[config.mk]
export PLATFORM = sky130hd
export DESIGN_NAME = timer_counter_8bit_normal_ctc_core
export DESIGN_NICKNAME = d
export VERILOG_FILES = /design/src/rtl/tc8_pkg.sv /design/src/rtl/timer_counter_8bit_normal_ctc_core.sv
export SDC_FILE = /design/constraint.sdc
export NUM_CORES = 1
export LEC_CHECK = 0
export BUFFER_PORTS_ARGS = -buffer_cell sky130_fd_sc_hd__buf_2
export CELL_PAD_IN_SITES_DETAIL_PLACEMENT = 0
export CELL_PAD_IN_SITES_GLOBAL_PLACEMENT = 1
export CORE_MARGIN = 2
export CORE_UTILIZATION = 31
export DETAILED_ROUTE_END_ITERATION = 8
export GPL_ROUTABILITY_DRIVEN = 0
export GPL_TIMING_DRIVEN = 0
export HOLD_SLACK_MARGIN = 0.05
export PLACE_DENSITY_LB_ADDON = 0.3
export SLEW_MARGIN = 20
export SYNTH_ARGS = -nofsm -noshare
export SYNTH_HDL_FRONTEND = slang
export SYNTH_SLANG_ARGS = --single-unit
[constraint.sdc]
create_clock -name clk -period 3 [get_ports clk]
set_input_delay 0.15 -clock clk [delete_from_list [all_inputs] [get_ports clk]]
set_output_delay 0.15 -clock clk [all_outputs]
set_load 0.005 [all_outputs]
[src/rtl/tc8_pkg.sv]
`default_nettype none

package tc8_pkg;

  // Counter, prescaler and configuration widths
  localparam int CNT_BITS = 8;
  localparam int PRE_BITS = 10;
  localparam int CFG_BITS = 8;
  localparam int CFG_INDEX_BITS = 3;

  // Stream payload widths, rounded up to whole bytes
  localparam int IN_FIELD_BITS = 9;
  localparam int IN_DATA_BITS = ((IN_FIELD_BITS + 7) / 8) * 8;
  localparam int OUT_FIELD_BITS = 13;
  localparam int OUT_DATA_BITS = ((OUT_FIELD_BITS + 7) / 8) * 8;
  localparam int FUNC_BITS = 2;

  typedef enum logic [FUNC_BITS-1:0] {
    FUNC_TICK    = 2'd0,
    FUNC_WRITE   = 2'd1,
    FUNC_FORCE_A = 2'd2,
    FUNC_FORCE_B = 2'd3
  } func_t;

  // Configuration register indexes
  localparam logic [CFG_INDEX_BITS-1:0] REG_CLOCK_SELECT = 3'd0;
  localparam logic [CFG_INDEX_BITS-1:0] REG_WAVEFORM     = 3'd1;
  localparam logic [CFG_INDEX_BITS-1:0] REG_ACTION_A     = 3'd2;
  localparam logic [CFG_INDEX_BITS-1:0] REG_ACTION_B     = 3'd3;
  localparam logic [CFG_INDEX_BITS-1:0] REG_COMPARE_A    = 3'd4;
  localparam logic [CFG_INDEX_BITS-1:0] REG_COMPARE_B    = 3'd5;

  // Clock select codes
  localparam logic [2:0] CS_STOP    = 3'd0;
  localparam logic [2:0] CS_DIV1    = 3'd1;
  localparam logic [2:0] CS_DIV8    = 3'd2;
  localparam logic [2:0] CS_DIV64   = 3'd3;
  localparam logic [2:0] CS_DIV256  = 3'd4;
  localparam logic [2:0] CS_DIV1024 = 3'd5;
  localparam logic [2:0] CS_EXT_FALL = 3'd6;
  localparam logic [2:0] CS_EXT_RISE = 3'd7;

  // Waveform mode codes
  localparam logic [2:0] MODE_NORMAL  = 3'd0;
  localparam logic [2:0] MODE_CTC     = 3'd2;
  localparam logic [2:0] MODE_RSVD_LO = 3'd4;
  localparam logic [2:0] MODE_RSVD_HI = 3'd6;

  // Compare output actions
  localparam logic [1:0] ACT_NONE   = 2'd0;
  localparam logic [1:0] ACT_TOGGLE = 2'd1;
  localparam logic [1:0] ACT_CLEAR  = 2'd2;
  localparam logic [1:0] ACT_SET    = 2'd3;

  // Status flag bit positions
  localparam int FLAG_OVF = 0;
  localparam int FLAG_MA  = 1;
  localparam int FLAG_MB  = 2;

  typedef struct packed {
    logic [CNT_BITS-1:0] counter;
    logic [PRE_BITS-1:0] prescale;
    logic                ext_prev;
    logic                written_last;
    logic [2:0]          flags;
    logic [1:0]          pins;
  } tc8_state_t;

  function automatic logic apply_action(input logic [1:0] action, input logic level);
    logic result;
    case (action)
      ACT_TOGGLE: result = ~level;
      ACT_CLEAR:  result = 1'b0;
      ACT_SET:    result = 1'b1;
      default:    result = level;
    endcase
    return result;
  endfunction

endpackage

`default_nettype wire

[src/rtl/timer_counter_8bit_normal_ctc_core.sv]
`default_nettype none

// Channel   Dir  Signals                        Payload
// s_axis    in   tvalid tready tdata tuser      tuser: func; tdata: ext_pin, write_data
// m_axis    out  tvalid tready tdata            count, flags, compare pins
// cfg       in   cfg_we cfg_index cfg_data      one register write per cycle
//
// One item per cycle sustained while the result is not stalled: an input
// register, one pass of compare and count logic, then the result register.
// Timer state is updated in that same pass, so consecutive ticks follow
// with no bubble. rst is synchronous and clears all timer state and
// configuration. A stalled result holds; the input register still takes
// one more item before s_axis_tready drops.

module timer_counter_8bit_normal_ctc_core
  import tc8_pkg::*;
(
  input  wire logic                      clk,
  input  wire logic                      rst,

  input  wire logic                      s_axis_tvalid,
  output logic                           s_axis_tready,
  // [0] ext_pin, [8:1] write_data, rest zero
  input  wire logic [IN_DATA_BITS-1:0]   s_axis_tdata,
  // [1:0] func
  input  wire logic [FUNC_BITS-1:0]      s_axis_tuser,

  output logic                           m_axis_tvalid,
  input  wire logic                      m_axis_tready,
  // [7:0] count_value, [8] overflow_flag, [9] match_a_flag, [10] match_b_flag,
  // [11] pin_a_level, [12] pin_b_level, rest zero
  output logic [OUT_DATA_BITS-1:0]       m_axis_tdata,

  input  wire logic                      cfg_we,
  input  wire logic [CFG_INDEX_BITS-1:0] cfg_index,
  input  wire logic [CFG_BITS-1:0]       cfg_data
);

  // Configuration registers
  logic [2:0] clock_select;
  logic [2:0] waveform_mode;
  logic [1:0] action_a;
  logic [1:0] action_b;
  logic [7:0] compare_a;
  logic [7:0] compare_b;

  // Input register
  logic        s1_valid;
  func_t       s1_func;
  logic        s1_pin;
  logic [7:0]  s1_data;

  tc8_state_t state;
  tc8_state_t state_next;

  logic stall;
  logic advance;

  assign stall         = m_axis_tvalid && !m_axis_tready;
  assign advance       = s1_valid && !stall;
  assign s_axis_tready = !s1_valid || !stall;

  // Timer step for the item in the input register
  logic halted;
  logic cmp_enable;
  logic match_a;
  logic match_b;
  logic incr;
  logic [PRE_BITS-1:0] pre_inc;

  always_comb begin
    state_next = state;
    pre_inc    = state.prescale + PRE_BITS'(1);
    halted     = (clock_select == CS_STOP) || (waveform_mode == MODE_RSVD_LO) ||
                 (waveform_mode == MODE_RSVD_HI);
    cmp_enable = ((waveform_mode == MODE_NORMAL) || (waveform_mode == MODE_CTC)) &&
                 !state.written_last;
    match_a    = cmp_enable && (state.counter == CNT_BITS'(compare_a));
    match_b    = cmp_enable && (state.counter == CNT_BITS'(compare_b));

    // Increment condition on the advanced prescaler or the pin edge
    case (clock_select)
      CS_DIV1:     incr = 1'b1;
      CS_DIV8:     incr = (pre_inc[2:0] == '0);
      CS_DIV64:    incr = (pre_inc[5:0] == '0);
      CS_DIV256:   incr = (pre_inc[7:0] == '0);
      CS_DIV1024:  incr = (pre_inc == '0);
      CS_EXT_FALL: incr = state.ext_prev && !s1_pin;
      CS_EXT_RISE: incr = !state.ext_prev && s1_pin;
      default:     incr = 1'b0;
    endcase

    unique case (s1_func)
      FUNC_TICK: begin
        state_next.prescale = pre_inc;
        state_next.ext_prev = s1_pin;
        if (!halted) begin
          if (incr) begin
            state_next.counter = state.counter + CNT_BITS'(1);
          end
          if (match_a) begin
            // CTC: clear the count on match A
            if (waveform_mode == MODE_CTC) begin
              state_next.counter = '0;
            end
            state_next.pins[0]       = apply_action(action_a, state.pins[0]);
            state_next.flags[FLAG_MA] = 1'b1;
          end
          if (match_b) begin
            state_next.pins[1]       = apply_action(action_b, state.pins[1]);
            state_next.flags[FLAG_MB] = 1'b1;
          end
          // Overflow is set whenever a running tick leaves zero, advanced or not
          if (state_next.counter == '0) begin
            state_next.flags[FLAG_OVF] = 1'b1;
          end
          state_next.written_last = 1'b0;
        end
      end
      FUNC_WRITE: begin
        // Load the count and skip compares on the next running tick
        state_next.counter      = CNT_BITS'(s1_data);
        state_next.written_last = 1'b1;
      end
      FUNC_FORCE_A: begin
        state_next.pins[0] = apply_action(action_a, state.pins[0]);
      end
      FUNC_FORCE_B: begin
        state_next.pins[1] = apply_action(action_b, state.pins[1]);
      end
      default: begin
        state_next = state;
      end
    endcase
  end

  // Control state, timer state and configuration
  always_ff @(posedge clk) begin
    if (rst) begin
      s1_valid      <= 1'b0;
      m_axis_tvalid <= 1'b0;
      state         <= '0;
      clock_select  <= CS_STOP;
      waveform_mode <= MODE_NORMAL;
      action_a      <= ACT_NONE;
      action_b      <= ACT_NONE;
      compare_a     <= '0;
      compare_b     <= '0;
    end else begin
      if (s_axis_tready) begin
        s1_valid <= s_axis_tvalid;
      end
      if (!stall) begin
        m_axis_tvalid <= s1_valid;
      end
      if (advance) begin
        state <= state_next;
      end
      if (cfg_we) begin
        unique case (cfg_index)
          REG_CLOCK_SELECT: clock_select  <= cfg_data[2:0];
          REG_WAVEFORM:     waveform_mode <= cfg_data[2:0];
          REG_ACTION_A:     action_a      <= cfg_data[1:0];
          REG_ACTION_B:     action_b      <= cfg_data[1:0];
          REG_COMPARE_A:    compare_a     <= cfg_data[7:0];
          REG_COMPARE_B:    compare_b     <= cfg_data[7:0];
          default: begin
            // drop writes to unused indexes
          end
        endcase
      end
    end
  end

  // Payload registers: capture the item on transfer, the result on advance
  always_ff @(posedge clk) begin
    if (s_axis_tvalid && s_axis_tready) begin
      s1_func <= func_t'(s_axis_tuser);
      s1_pin  <= s_axis_tdata[0];
      s1_data <= s_axis_tdata[8:1];
    end
    if (advance) begin
      m_axis_tdata <= {
        (OUT_DATA_BITS - OUT_FIELD_BITS)'(0),
        state_next.pins[1],
        state_next.pins[0],
        state_next.flags[FLAG_MB],
        state_next.flags[FLAG_MA],
        state_next.flags[FLAG_OVF],
        state_next.counter[7:0]
      };
    end
  end

endmodule

`default_nettype wire

==> impl_metrics.tcl <==
set metrics [dict create \
    outcome "finished, final reports clean" \
    crit_path_end_kind "flip-flop" \
    syn_area_sq_um 3850 \
    dr_total_vias 3269 \
    die_y_um 115 \
    syn_to_final_growth_pct 23.4 \
    syn_avg_cell_area_sq_um 8.97 \
    met1_length_um 4820 \
    overflow 0 \
    worst-r2r-cell-count 10 \
    powerDensity_nw_per_um2 508 \
    drtIter0Drc 109 \
    top_layer_used "met4" \
    core_area_sq_um 12100 \
    leakagePower_nw 1.85 \
    yosysSeqAreaShare_pct 46.3 \
    fin_util_pct 39.4 \
    crit_path_start_kind "flip-flop" \
    grt_first_pass_wirelength_um 16200 \
    ys_seq_elements 77 \
    final_layout_size_suffix_gt1_share_pct 15.4 \
    syn_inst 429 \
    slew_violations 0 \
    clk-insertion-delay-late_ns 0.34 \
    wl_met2_um 4510 \
    io_pins 52 \
    path_max_fanout 7 \
    setup-violations-final 0 \
    routed_wl_um 9830 \
    dpl.hpwl_um 7190 \
    ant_nets 0 \
    relSlewSlack_pct 37.3 \
    antennaDiodeCount 0 \
    cts_htree_levels 3 \
    fillCellCount 1252 \
    required_ns 3.07 \
    fmax_mhz 358 \
    via_per_inst 4.85 \
    synth_cell_types 62 \
    hp-class "in -> reg" \
    drtPass1Iterations 4 \
    fin_worst_skew_ns 0.00791 \
    final_net_count 542 \
    drc 0 \
    cts_root_buffer "clkbuf_16" \
    rsz0062_at_grt "false" \
    period_needed_ns 2.79 \
    fin_crit_sh_pct 93.1 \
    worst_slew_pin_slew_ns 0.927 \
    hold_viol_final 0 \
    dr_wl_met3_um 304 \
    whs_path_depth 3 \
    yosysWarnings 0 \
    cts_made_buffers 9 \
    p_total_w 0.00241 \
    grt_max_degree 23 \
    synth-edff-count 24 \
    maxCapViolCount 0 \
    hold_ws_ns 0.0630 \
    grt_usage_pct 16.0 \
    initial_core_util_pct 31.9 \
    path_clk_slew_ns 0.06 \
    clockBufferDepth 2 \
    path_class "reg -> reg" \
    arrival_ns 2.86 \
    ir_drop_uv 308 \
    synth_ff_type "dfxtp_1" \
    async_flop_share_pct 0 \
    cts_tree "built" \
    io_buffers 40 \
    rows 40 \
    die-area_sq_um 13300 \
    grt_pass1_vias 3161 \
    cts.sinks 77 \
    antenna_found_initial 0 \
    drt-wirelength-per-cell_um 14.6 \
    tns_ns 0 \
    die_w_um 115 \
]
## flip-flops by register name, summed over array words and instances, names as in the netlist
name / cells
m_axis_tdata: 13
compare_b: 8
action_a: 2
clock_select: 3
waveform_mode: 3
s1_data: 8
s1_func: 2
compare_a: 8
s1_pin: 1
action_b: 2
s1_valid: 1
state: 25
m_axis_tvalid: 1
## worst paths after layout
kind                               from                         to  slack [ns]
setup / recovery  state[7]$_SDFFE_PP0P_  m_axis_tdata[7]$_DFFE_PP_        0.21
hold reg to reg   state[4]$_SDFFE_PP0P_      state[4]$_SDFFE_PP0P_        0.46
setup reg to reg  state[7]$_SDFFE_PP0P_  m_axis_tdata[7]$_DFFE_PP_        0.21
hold / removal              cfg_data[6]  compare_b[6]$_SDFFE_PP0P_        0.06
## cell usage after synthesis, types with 7 or more instances
cell type | number | area share (%)
nor2_1 | 42 | 4.1
xnor2_1 | 8 | 1.8
xor2_1 | 20 | 4.6
edfxtp_1 | 24 | 19
mux2i_1 | 9 | 2.3
a21oi_1 | 38 | 4.9
dfxtp_1 | 53 | 28
clkbuf_1 | 20 | 2.0
nand2_1 | 71 | 6.9
o21ai_0 | 9 | 1.2
nand3_1 | 12 | 1.6
inv_1 | 7 | 0.68
nor3_1 | 10 | 1.3
ha_1 | 7 | 2.3
## final cells by class
type | instances | area [sq um] | area share, %
sequential | 77 | 1780 | 37.5
timing repair buffer | 59 | 383 | 8.06
inverter | 8 | 30.0 | 0.632
buffer | 25 | 114 | 2.40
clock inverter | 5 | 28.8 | 0.606
clock buffer | 11 | 264 | 5.56
multi-input combinational | 321 | 1940 | 40.8
tap | 168 | 210 | 4.43
## per-layer routing
metal | up-vias | GRT usage (%)
met2 | 71 | 25.4
met3 | 11 | 2.56
met4 | 0 | 7.07
met5 | - | 0
li1 | 1659 | -
met1 | 1528 | 21.7
## report_power, final
part / internal (W) / switching (W) / total [W]
combinational: 0.0000919 / 0.000134 / 0.000226
clock: 0.000631 / 0.000429 / 0.00106
sequential: 0.00111 / 0.0000168 / 0.00113
## placed cells by master, fill, tap and decap left out, types with 10 or more instances in the layout
master / instances
buf_2: 41
edfxtp_1: 24
a21oi_1: 38
nor3_1: 10
nand3_1: 12
dlygate4sd3_1: 16
clkbuf_16: 10
xor2_1: 20
dfxtp_1: 53
nand2_1: 71
clkbuf_1: 20
nor2_1: 42
## timing repair
item,in CTS,in global routing
endpoints found under the setup margin,2,1
hold buffers,16,0
gates resized for setup,0,1
pin swaps,1,0
setup buffers,3,0
cloned,0,0
hold endpoints to repair,18,0
## through the flow
stage | std cells | instance area (sq um) | setup slack, ns
after floorplan | 431 | 3860 | 0.488
after global placement | 639 | 4270 | -0.0198
after detailed placement | 639 | 4270 | -0.0642
after CTS | 674 | 4740 | 0.117
after global routing | 674 | 4750 | 0.0505
final | 674 | 4750 | 0.206
## critical path, stage by stage (launching register included)
cell and delay [ns]:
dfxtp_1 0.38, ha_1 0.23, nand3_2 0.12, or2_4 0.27, nor4b_2 0.32, o211ai_2 0.18
and2_1 0.20, buf_6 0.13, o311a_1 0.35, a211oi_2 0.19, o211ai_1 0.14
## logic make-up (layout without fill, tap and decap cells)
family          count (synthesis)  count (layout)  share of synthesized area (%)
fa+ha+maj                       7               7                           2.28
mux                            10              10                           2.63
compound gates                 86              86                           14.7
flops                          77              77                           46.3
simple gates                  187             187                           23.9
buf+inv                        33             108                           3.71
xor+xnor                       28              28                           6.37
other cells                     1               3                         0.0974
Note: power is estimated with default switching activity, not from simulation.
